### config.mk
export PLATFORM = sky130hd
export DESIGN_NAME = utf16_to_utf8_encoder_flat
export DESIGN_NICKNAME = d
export VERILOG_FILES = /design/src/ute_pkg.sv /design/src/ute_ifs.sv /design/src/ute_front.sv /design/src/ute_queue.sv /design/src/ute_back.sv /design/src/utf16_to_utf8_encoder.sv /design/src/flat_wrapper.sv
export SDC_FILE = /design/constraint.sdc
export NUM_CORES = 1
export LEC_CHECK = 0
export ABC_AREA = 1
export BUFFER_PORTS_ARGS = -buffer_cell sky130_fd_sc_hd__clkbuf_2
export CORE_AREA = 2 2 129 131
export DETAILED_ROUTE_END_ITERATION = 10
export DIE_AREA = 0 0 131 133
export PLACE_DENSITY = 0.55
export SLEW_MARGIN = 20
export SYNTH_ARGS = -nofsm -noshare
export SYNTH_HDL_FRONTEND = slang
export SYNTH_SLANG_ARGS = --single-unit
### constraint.sdc
create_clock -name clock -period 3.1 [get_ports clock]
set_input_delay 0.465 -clock clock [delete_from_list [all_inputs] [get_ports clock]]
set_output_delay 0.465 -clock clock [all_outputs]
set_load 0.02 [all_outputs]
### src/ute_pkg.sv
`timescale 1ns / 1ps
// ----------------------------------------------------------------------------
// ute_pkg
// Shared types, constants and byte-encoding helpers for the UTF-16 to UTF-8
// encoder.
// ----------------------------------------------------------------------------
package ute_pkg;

   localparam int UNIT_W    = 16;
   localparam int BYTE_W    = 8;
   localparam int CP_W      = 21;
   localparam int SURR_W    = 10;

   localparam int QUEUE_DEPTH = 2;
   localparam int QPTR_W      = $clog2(QUEUE_DEPTH);
   localparam int QCNT_W      = $clog2(QUEUE_DEPTH + 1);

   // top six bits of a surrogate code unit
   localparam logic [5:0] HIGH_SURR_TAG = 6'b110110;   // 0xD800..0xDBFF
   localparam logic [5:0] LOW_SURR_TAG  = 6'b110111;   // 0xDC00..0xDFFF

   // index of the last byte of a sequence
   typedef enum logic [1:0] {
      LEN_1 = 2'd0,
      LEN_2 = 2'd1,
      LEN_3 = 2'd2,
      LEN_4 = 2'd3
   } len_type;

   // one queued job: optional flush of a held surrogate, then optional code point
   typedef struct packed {
      logic            first_valid;
      logic [CP_W-1:0] first_cp;
      logic            second_valid;
      logic [CP_W-1:0] second_cp;
   } job_type;

   function automatic len_type enc_len(input logic [CP_W-1:0] cp);
      len_type len;
      if (cp < CP_W'(32'h80))         len = LEN_1;
      else if (cp < CP_W'(32'h800))   len = LEN_2;
      else if (cp < CP_W'(32'h10000)) len = LEN_3;
      else                            len = LEN_4;
      return len;
   endfunction

   function automatic logic [BYTE_W-1:0] enc_byte(input logic [CP_W-1:0] cp,
                                                  input len_type len,
                                                  input logic [1:0] idx);
      logic [BYTE_W-1:0] b;
      b = {2'b10, cp[5:0]};
      unique case (len)
         LEN_1: b = cp[7:0];
         LEN_2: begin
            if (idx == 2'd0) b = {3'b110, cp[10:6]};
            else             b = {2'b10, cp[5:0]};
         end
         LEN_3: begin
            unique case (idx)
               2'd0:    b = {4'b1110, cp[15:12]};
               2'd1:    b = {2'b10, cp[11:6]};
               default: b = {2'b10, cp[5:0]};
            endcase
         end
         LEN_4: begin
            unique case (idx)
               2'd0:    b = {5'b11110, cp[20:18]};
               2'd1:    b = {2'b10, cp[17:12]};
               2'd2:    b = {2'b10, cp[11:6]};
               default: b = {2'b10, cp[5:0]};
            endcase
         end
         default: b = cp[7:0];
      endcase
      return b;
   endfunction

endpackage

### src/ute_ifs.sv
`timescale 1ns / 1ps
// ----------------------------------------------------------------------------
// ute channel interfaces
// Valid/ready channels for code units in and UTF-8 bytes out.
// ----------------------------------------------------------------------------
interface ute_req_if;
   logic                         valid;
   logic                         ready;
   logic [ute_pkg::UNIT_W-1:0]   code_unit;

   modport source (output valid, output code_unit, input ready);
   modport sink   (input valid, input code_unit, output ready);
endinterface

interface ute_rsp_if;
   logic                         valid;
   logic                         ready;
   logic [ute_pkg::BYTE_W-1:0]   out_byte;
   logic                         last_of_run;

   modport source (output valid, output out_byte, output last_of_run, input ready);
   modport sink   (input valid, input out_byte, input last_of_run, output ready);
endinterface

### src/ute_front.sv
`timescale 1ns / 1ps
// ----------------------------------------------------------------------------
// ute_front
// Accepts code units, tracks the held high surrogate and builds jobs.
// ----------------------------------------------------------------------------
module ute_front (
   input  logic              clock,
   input  logic              reset,
   ute_req_if.sink           req_if,
   input  logic              q_full,
   output logic              q_push,
   output ute_pkg::job_type  q_job
);

   logic                            held_valid_ff, held_valid_in;
   logic [ute_pkg::SURR_W-1:0]      held_bits_ff,  held_bits_in;
   logic                            accept;
   logic                            is_high, is_low, is_zero;
   logic [ute_pkg::UNIT_W-1:0]      u;
   ute_pkg::job_type                job;

   assign u       = req_if.code_unit;
   assign is_high = (u[15:10] == ute_pkg::HIGH_SURR_TAG);
   assign is_low  = (u[15:10] == ute_pkg::LOW_SURR_TAG);
   assign is_zero = (u == '0);

   assign req_if.ready = !q_full;
   assign accept       = req_if.valid && req_if.ready;

   always_comb begin
      job              = '0;
      held_valid_in    = held_valid_ff;
      held_bits_in     = held_bits_ff;
      if (held_valid_ff && is_low) begin
         // surrogate pair: 0x10000 + (high << 10) + low offset
         job.second_valid = 1'b1;
         job.second_cp    = {11'(held_bits_ff) + 11'd64, u[9:0]};
      end else begin
         job.first_valid  = held_valid_ff;
         job.first_cp     = {5'b0, ute_pkg::HIGH_SURR_TAG, held_bits_ff};
         job.second_valid = !is_zero && !is_high;
         job.second_cp    = {5'b0, u};
      end
      if (accept) begin
         held_valid_in = is_high && !(held_valid_ff && is_low);
         held_bits_in  = is_high ? u[9:0] : '0;
      end
   end

   assign q_push = accept && (job.first_valid || job.second_valid);
   assign q_job  = job;

   always_ff @(posedge clock) begin
      if (reset) begin
         held_valid_ff <= 1'b0;
         held_bits_ff  <= '0;
      end else begin
         held_valid_ff <= held_valid_in;
         held_bits_ff  <= held_bits_in;
      end
   end

endmodule

### src/ute_queue.sv
`timescale 1ns / 1ps
// ----------------------------------------------------------------------------
// ute_queue
// Short job queue decoupling the front and back parts.
// ----------------------------------------------------------------------------
module ute_queue (
   input  logic              clock,
   input  logic              reset,
   input  logic              push,
   input  ute_pkg::job_type  push_job,
   input  logic              pop,
   output logic              full,
   output logic              empty,
   output ute_pkg::job_type  head
);

   ute_pkg::job_type                 mem_ff [ute_pkg::QUEUE_DEPTH];
   logic [ute_pkg::QPTR_W-1:0]       wr_ptr_ff, wr_ptr_in;
   logic [ute_pkg::QPTR_W-1:0]       rd_ptr_ff, rd_ptr_in;
   logic [ute_pkg::QCNT_W-1:0]       count_ff,  count_in;

   function automatic logic [ute_pkg::QPTR_W-1:0] ptr_next(
      input logic [ute_pkg::QPTR_W-1:0] p);
      logic [ute_pkg::QPTR_W-1:0] n;
      if (p == ute_pkg::QPTR_W'(ute_pkg::QUEUE_DEPTH - 1)) n = '0;
      else                                                   n = p + 1'b1;
      return n;
   endfunction

   assign full  = (count_ff == ute_pkg::QCNT_W'(ute_pkg::QUEUE_DEPTH));
   assign empty = (count_ff == '0);
   assign head  = mem_ff[rd_ptr_ff];

   always_comb begin
      wr_ptr_in = push ? ptr_next(wr_ptr_ff) : wr_ptr_ff;
      rd_ptr_in = pop  ? ptr_next(rd_ptr_ff) : rd_ptr_ff;
      count_in  = count_ff;
      if (push && !pop)      count_in = count_ff + 1'b1;
      else if (pop && !push) count_in = count_ff - 1'b1;
   end

   always_ff @(posedge clock) begin
      if (reset) begin
         wr_ptr_ff <= '0;
         rd_ptr_ff <= '0;
         count_ff  <= '0;
      end else begin
         wr_ptr_ff <= wr_ptr_in;
         rd_ptr_ff <= rd_ptr_in;
         count_ff  <= count_in;
      end
   end

   always_ff @(posedge clock) begin
      if (push) mem_ff[wr_ptr_ff] <= push_job;
   end

   a_count_bound: assert property (@(posedge clock) disable iff (reset)
      count_ff <= ute_pkg::QCNT_W'(ute_pkg::QUEUE_DEPTH))
      else $error("queue occupancy beyond depth");

   a_no_overflow: assert property (@(posedge clock) disable iff (reset)
      push |-> (!full || pop))
      else $error("push into full queue");

   a_no_underflow: assert property (@(posedge clock) disable iff (reset)
      pop |-> !empty)
      else $error("pop from empty queue");

endmodule

### src/ute_back.sv
`timescale 1ns / 1ps
// ----------------------------------------------------------------------------
// ute_back
// Walks each job byte by byte into the registered output stage.
// ----------------------------------------------------------------------------
module ute_back (
   input  logic              clock,
   input  logic              reset,
   input  logic              q_empty,
   input  ute_pkg::job_type  q_head,
   output logic              q_pop,
   ute_rsp_if.source         rsp_if
);

   logic                          seg_ff, seg_in;
   logic [1:0]                    idx_ff, idx_in;
   logic                          rsp_valid_ff, rsp_valid_in;
   logic [ute_pkg::BYTE_W-1:0]    byte_ff, byte_in;
   logic                          last_ff, last_in;

   logic                          eff_seg;
   logic [ute_pkg::CP_W-1:0]      cur_cp;
   ute_pkg::len_type              cur_len;
   logic                          last_in_seg, more, emit, run_last;

   assign eff_seg     = seg_ff || !q_head.first_valid;
   assign cur_cp      = eff_seg ? q_head.second_cp : q_head.first_cp;
   assign cur_len     = ute_pkg::enc_len(cur_cp);
   assign last_in_seg = (idx_ff == 2'(cur_len));
   assign more        = !eff_seg && q_head.second_valid;
   assign run_last    = last_in_seg && !more;
   assign emit        = !q_empty && (!rsp_valid_ff || rsp_if.ready);
   assign q_pop       = emit && run_last;

   always_comb begin
      seg_in       = seg_ff;
      idx_in       = idx_ff;
      rsp_valid_in = rsp_valid_ff;
      byte_in      = byte_ff;
      last_in      = last_ff;
      if (emit) begin
         rsp_valid_in = 1'b1;
         byte_in      = ute_pkg::enc_byte(cur_cp, cur_len, idx_ff);
         last_in      = run_last;
         if (last_in_seg) begin
            idx_in = '0;
            seg_in = more;
         end else begin
            idx_in = idx_ff + 1'b1;
         end
      end else if (rsp_if.ready) begin
         rsp_valid_in = 1'b0;
      end
   end

   always_ff @(posedge clock) begin
      if (reset) begin
         seg_ff       <= 1'b0;
         idx_ff       <= '0;
         rsp_valid_ff <= 1'b0;
      end else begin
         seg_ff       <= seg_in;
         idx_ff       <= idx_in;
         rsp_valid_ff <= rsp_valid_in;
      end
   end

   always_ff @(posedge clock) begin
      byte_ff <= byte_in;
      last_ff <= last_in;
   end

   assign rsp_if.valid       = rsp_valid_ff;
   assign rsp_if.out_byte    = byte_ff;
   assign rsp_if.last_of_run = last_ff;

endmodule

### src/utf16_to_utf8_encoder.sv
`timescale 1ns / 1ps
// ----------------------------------------------------------------------------
// utf16_to_utf8_encoder
// UTF-16 code unit stream in, UTF-8 byte stream out.
// ----------------------------------------------------------------------------
// Usage:
//   req_if carries one 16-bit code unit per transaction; rsp_if carries one
//   UTF-8 byte per transaction, with last_of_run set on the final byte caused
//   by a code unit. A zero unit ends the string: it only flushes a held high
//   surrogate. A high surrogate produces no bytes until the next unit arrives.
//   The first byte of a unit passes through the job queue and then the
//   output register of the back part before it is valid on rsp_if.
//   Bytes leave at one byte per cycle while jobs wait and the receiver is
//   ready, so a unit costs output time for each byte it causes (0 to 6,
//   typically 1 to 3); the single-byte output register of the back part sets
//   this. Units are taken back to back while the two-entry job queue has room.
//   Reset (synchronous, active high) empties the queue, drops any held
//   surrogate and the output register. When the receiver stalls, the output
//   byte holds, the back part waits, and the front keeps taking units until
//   the queue fills.
// ----------------------------------------------------------------------------
module utf16_to_utf8_encoder (
   input  logic     clock,
   input  logic     reset,
   ute_req_if.sink  req_if,
   ute_rsp_if.source rsp_if
);

   // front -> queue
   logic             q_push;
   ute_pkg::job_type q_push_job;
   // queue -> back
   logic             q_pop;
   logic             q_full;
   logic             q_empty;
   ute_pkg::job_type q_head;

   // Front: surrogate pairing and job building, one unit per cycle while the queue has room
   ute_front u_front (
      .clock  (clock),
      .reset  (reset),
      .req_if (req_if),
      .q_full (q_full),
      .q_push (q_push),
      .q_job  (q_push_job)
   );

   // Job queue so the two halves stall independently
   ute_queue u_queue (
      .clock    (clock),
      .reset    (reset),
      .push     (q_push),
      .push_job (q_push_job),
      .pop      (q_pop),
      .full     (q_full),
      .empty    (q_empty),
      .head     (q_head)
   );

   // Back: byte sequencer with registered output
   ute_back u_back (
      .clock   (clock),
      .reset   (reset),
      .q_empty (q_empty),
      .q_head  (q_head),
      .q_pop   (q_pop),
      .rsp_if  (rsp_if)
   );

endmodule

### src/flat_wrapper.sv
// flat-port wrapper written by rule: the top's interface ports become plain ports
module utf16_to_utf8_encoder_flat 
  (clock, reset, req_if_valid, req_if_code_unit, req_if_ready, rsp_if_valid, rsp_if_out_byte, rsp_if_last_of_run, rsp_if_ready);
  ute_req_if req_if_i ();
  ute_rsp_if rsp_if_i ();
  input  logic clock;
  input  logic reset;
  input wire logic [$bits(req_if_i.valid)-1:0] req_if_valid;
  input wire logic [$bits(req_if_i.code_unit)-1:0] req_if_code_unit;
  output wire logic [$bits(req_if_i.ready)-1:0] req_if_ready;
  output wire logic [$bits(rsp_if_i.valid)-1:0] rsp_if_valid;
  output wire logic [$bits(rsp_if_i.out_byte)-1:0] rsp_if_out_byte;
  output wire logic [$bits(rsp_if_i.last_of_run)-1:0] rsp_if_last_of_run;
  input wire logic [$bits(rsp_if_i.ready)-1:0] rsp_if_ready;
  assign req_if_i.valid = req_if_valid;
  assign req_if_i.code_unit = req_if_code_unit;
  assign req_if_ready = req_if_i.ready;
  assign rsp_if_valid = rsp_if_i.valid;
  assign rsp_if_out_byte = rsp_if_i.out_byte;
  assign rsp_if_last_of_run = rsp_if_i.last_of_run;
  assign rsp_if_i.ready = rsp_if_ready;
  utf16_to_utf8_encoder u_core (.clock(clock), .reset(reset), .req_if(req_if_i), .rsp_if(rsp_if_i));
endmodule
==> impl_metrics.csv <==
group,metric,value,unit
detailed_routing,met3_length,709,um
power,leakagePower,0.00216,uW
setup_path,crit_top_cell,"nand2_1",
timing,setup_viol,0,
grt,grt_max_degree,38,
detailed_routing,drtAntennaViolNets,0,
power,switching_share,0.316,
power,power_frac_seq,0.449,
cells_and_area,nFillCells,1696,
detailed_routing,met2_length,5200,um
clock_tree,cts_tree,"done",
clock_tree,clock_sinks,97,
setup_path,cp_max_fo,18,
timing,maxSlewViolCount,0,
setup_path,cp_num_buf_inv,3,
power,internal_power,2430,uW
power,combPwrFrac,0.219,
floorplan,rows,47,
timing,tightest_slew,0.631,ns
clock_tree,cts_resized,0,
grt,grt_pass1_vias,3447,
setup_path,worst-endpoint-required,3.34,ns
grt,grt_overflow,0,
floorplan,core_area,16200,um^2
synth,avgSynthCellArea,9.04,um^2
synth,synth.top_cell.area_share,0.492,
job,maxCapViolCount,0,
synth,ys_ff_latch,97,
synth,yosys-top-cells-count,"nand2_1, edfxtp_1, inv_1",
power,clockPowerShare,0.332,
grt,grt_util_all_layers,0.143,
setup_path,slowest_stage,"dfxtp_1",
setup_path,worst-setup-path-type,"reg -> reg",
timing,rsz0062_at_grt,"no",
cells_and_area,antennaDiodeCount,0,
synth,seq_area_frac_synth,0.577,
synth,synth_largest_area_cell,"edfxtp_1",
clock_tree,clockBufferDepth,2,
cells_and_area,final_area,5450,um^2
place,dpl-instance-area,5130,um^2
setup_path,start_kind,"flip-flop",
timing,finalCritPeriodShare,0.901,
synth,netlist-cell-type-count,33,
synth,synth.net_count,546,
setup_path,slowest_delay,0.42,ns
timing,fin_skew,0.0112,ns
synth,ys.flop_type,"edfxtp_1",
detailed_routing,drt-total-wl,11600,um
setup_path,cp_cell_sequence,"inv_2, buf_4, nand2_1, nand2_1, o21ai_1, nand2_1, nor2_2, nand2_1, nand2_1, nand2_1, clkinv_2, nand4_4, ha_1, a21oi_1, o21ai_0, o21ai_0, a21oi_1",
synth,synthTopCellsByArea,"edfxtp_1, nand2_1, dfxtp_1",
cells_and_area,fin_util,0.337,
power,power.switching,1120,uW
place,place_congestion,0.912,
synth,synth_area,4700,um^2
timing,fin_ws,0.306,ns
clock_tree,clk_latency,0.36,ns
floorplan,start_util,0.291,
detailed_routing,num_vias,3613,
clock_tree,htreeDepth,3,
detailed_routing,drt_first_iter_violations,254,
timing,max_freq,0.358,GHz
outcome,status,"finished, final reports clean",
detailed_routing,drtPass1Iterations,6,
clock_tree,cts_buffers,9,
place,post-place-ws,0.243,ns
detailed_routing,highest_layer,"met4",
synth,synth_edf_count,77,
place,port_buffers,30,
worst_hold_path,hp-class,"in -> reg",
cells_and_area,nets,578,
setup_path,critPathTopFamily,"simple AND/OR/NAND/NOR gates",
floorplan,die_area,17400,um^2
floorplan,fp.dieW,131,um
floorplan,die_h,133,um
cells_and_area,drive_above_1_share,0.131,
cells_and_area,area.growth.synth_to_final,16.0,%
synth,yosysMostFrequentCell,"nand2_1",
detailed_routing,avgRoutedWirePerCell,15.0,um
detailed_routing,drc,0,
power,power,3550,uW
timing,finalHoldViolCount,0,
clock_tree,cts_hold_buf,0,
power,ir_worst_vdd,0.506,mV
clock_tree,clkSlewWorstSetupHoldPaths,0.07,ns
detailed_routing,m1WireLength,5570,um
detailed_routing,viasPerCell,4.65,
power,power_density,651,nW/um^2
setup_path,worst_setup_path_end_kind,"flip-flop",
synth,syn-instance-count,520,
clock_tree,cts-root-buf,"clkbuf_16",
synth,yosys_warnings,0,
clock_tree,post_cts_buffers,0,
timing,fin_crit,2.79,ns
place,hpwlAfterDp,8380,um
floorplan,io_pins,31,
timing,slew_headroom,0.577,
setup_path,worstPathArrival,3.03,ns
grt,grt_pass1_wl,18800,um
grt,antenna_found_initial,0,
timing,setup_tns,0,ns
synth,synthArstFlopShare,0,
==> metrics by stage <==
stage	instances	hold WS (ns)
3_5_place_dp	761	0.458
3_3_place_gp	761	0.457
2_1_floorplan	520	0.438
4_1_cts	777	0.328
6_report	777	0.337
5_1_grt	777	0.336
==> path summary, 6_finish.rpt <==
kind                                                      from                              to  slack, ns  cells after the start
worst min-delay path                       req_if_code_unit[0]     u_core.u_queue.mem_ff[0][0]       0.34                      1
worst min register to register  u_core.u_front.held_bits_ff[4]  u_core.u_front.held_bits_ff[4]       0.47                      2
worst max register to register                       flip-flop      u_core.u_queue.count_ff[1]       0.31                     17
worst max-delay path                                 flip-flop      u_core.u_queue.count_ff[1]       0.31                     17
==> sequential cells by signal, summed over array words and instances (netlist names), named ones only <==
signal / cells
u_core.u_queue.rd_ptr_ff: 1
u_core.u_back.rsp_if.valid: 1
u_core.u_back.rsp_if.out_byte: 8
u_core.u_back.seg_ff: 1
u_core.u_queue.wr_ptr_ff: 1
u_core.u_queue.count_ff: 2
u_core.u_back.rsp_if.last_of_run: 1
u_core.u_queue.mem_ff: 68
u_core.u_front.held_valid_ff: 1
u_core.u_front.held_bits_ff: 10
u_core.u_back.idx_ff: 2
==> cells by family (layout without fill, tap and decap cells) <==
group / count (synthesis) / in the layout / share of synthesized area
DFF: 97 / 97 / 0.577
AOI/OAI and AO/OA: 80 / 80 / 0.101
buffers and inverters: 74 / 111 / 0.0671
xor gates and xnor gates: 2 / 2 / 0.00373
adders and majority gates: 6 / 6 / 0.0160
and+or+nand+nor: 261 / 261 / 0.235
==> final cells by class <==
class	instances	area (um^2)	area share
tap	220	275	0.0505
clock inverter	7	90.1	0.0165
multi-input combinational	349	1680	0.308
timing repair buffer	39	255	0.0468
sequential	97	2710	0.498
clock buffer	9	225	0.0413
inverter	56	211	0.0388
==> power groups by stage <==
stage | registers [uW] | logic (uW) | clock network (uW)
6_report | 1590 | 779 | 1180
5_1_grt | 1600 | 867 | 1250
4_1_cts | 1600 | 772 | 1210
3_5_place_dp | 1620 | 770 | 0
3_3_place_gp | 1620 | 762 | 0
2_1_floorplan | 1670 | 478 | 0
==> worst register-to-register path, delay by kind of cell, from the launching register on <==
family | cells | cell delay [ns]
buffers and inverters | 3 | 0.50
and+or+nand+nor | 8 | 0.75
AOI/OAI and AO/OA | 5 | 0.66
DFF | 1 | 0.42
adders and majority gates | 1 | 0.35
==> per-layer routing <==
metal / GRT usage / vias to the layer above
li1: - / 1814
met3: 0.0421 / 17
met2: 0.207 / 90
met5: 0 / -
met4: 0.0396 / 0
met1: 0.207 / 1692
==> cells in the final DEF, fill, tap and decap left out, types with 12 or more instances in the layout <==
master and n:
edfxtp_1 77, nand3_1 30, o21ai_0 25, inv_1 54
clkbuf_2 30, nand2_1 158, o211ai_1 12, a21oi_1 24
dfxtp_1 20, nor2_1 47
No activity file was read; power rests on OpenSTA's default activity.
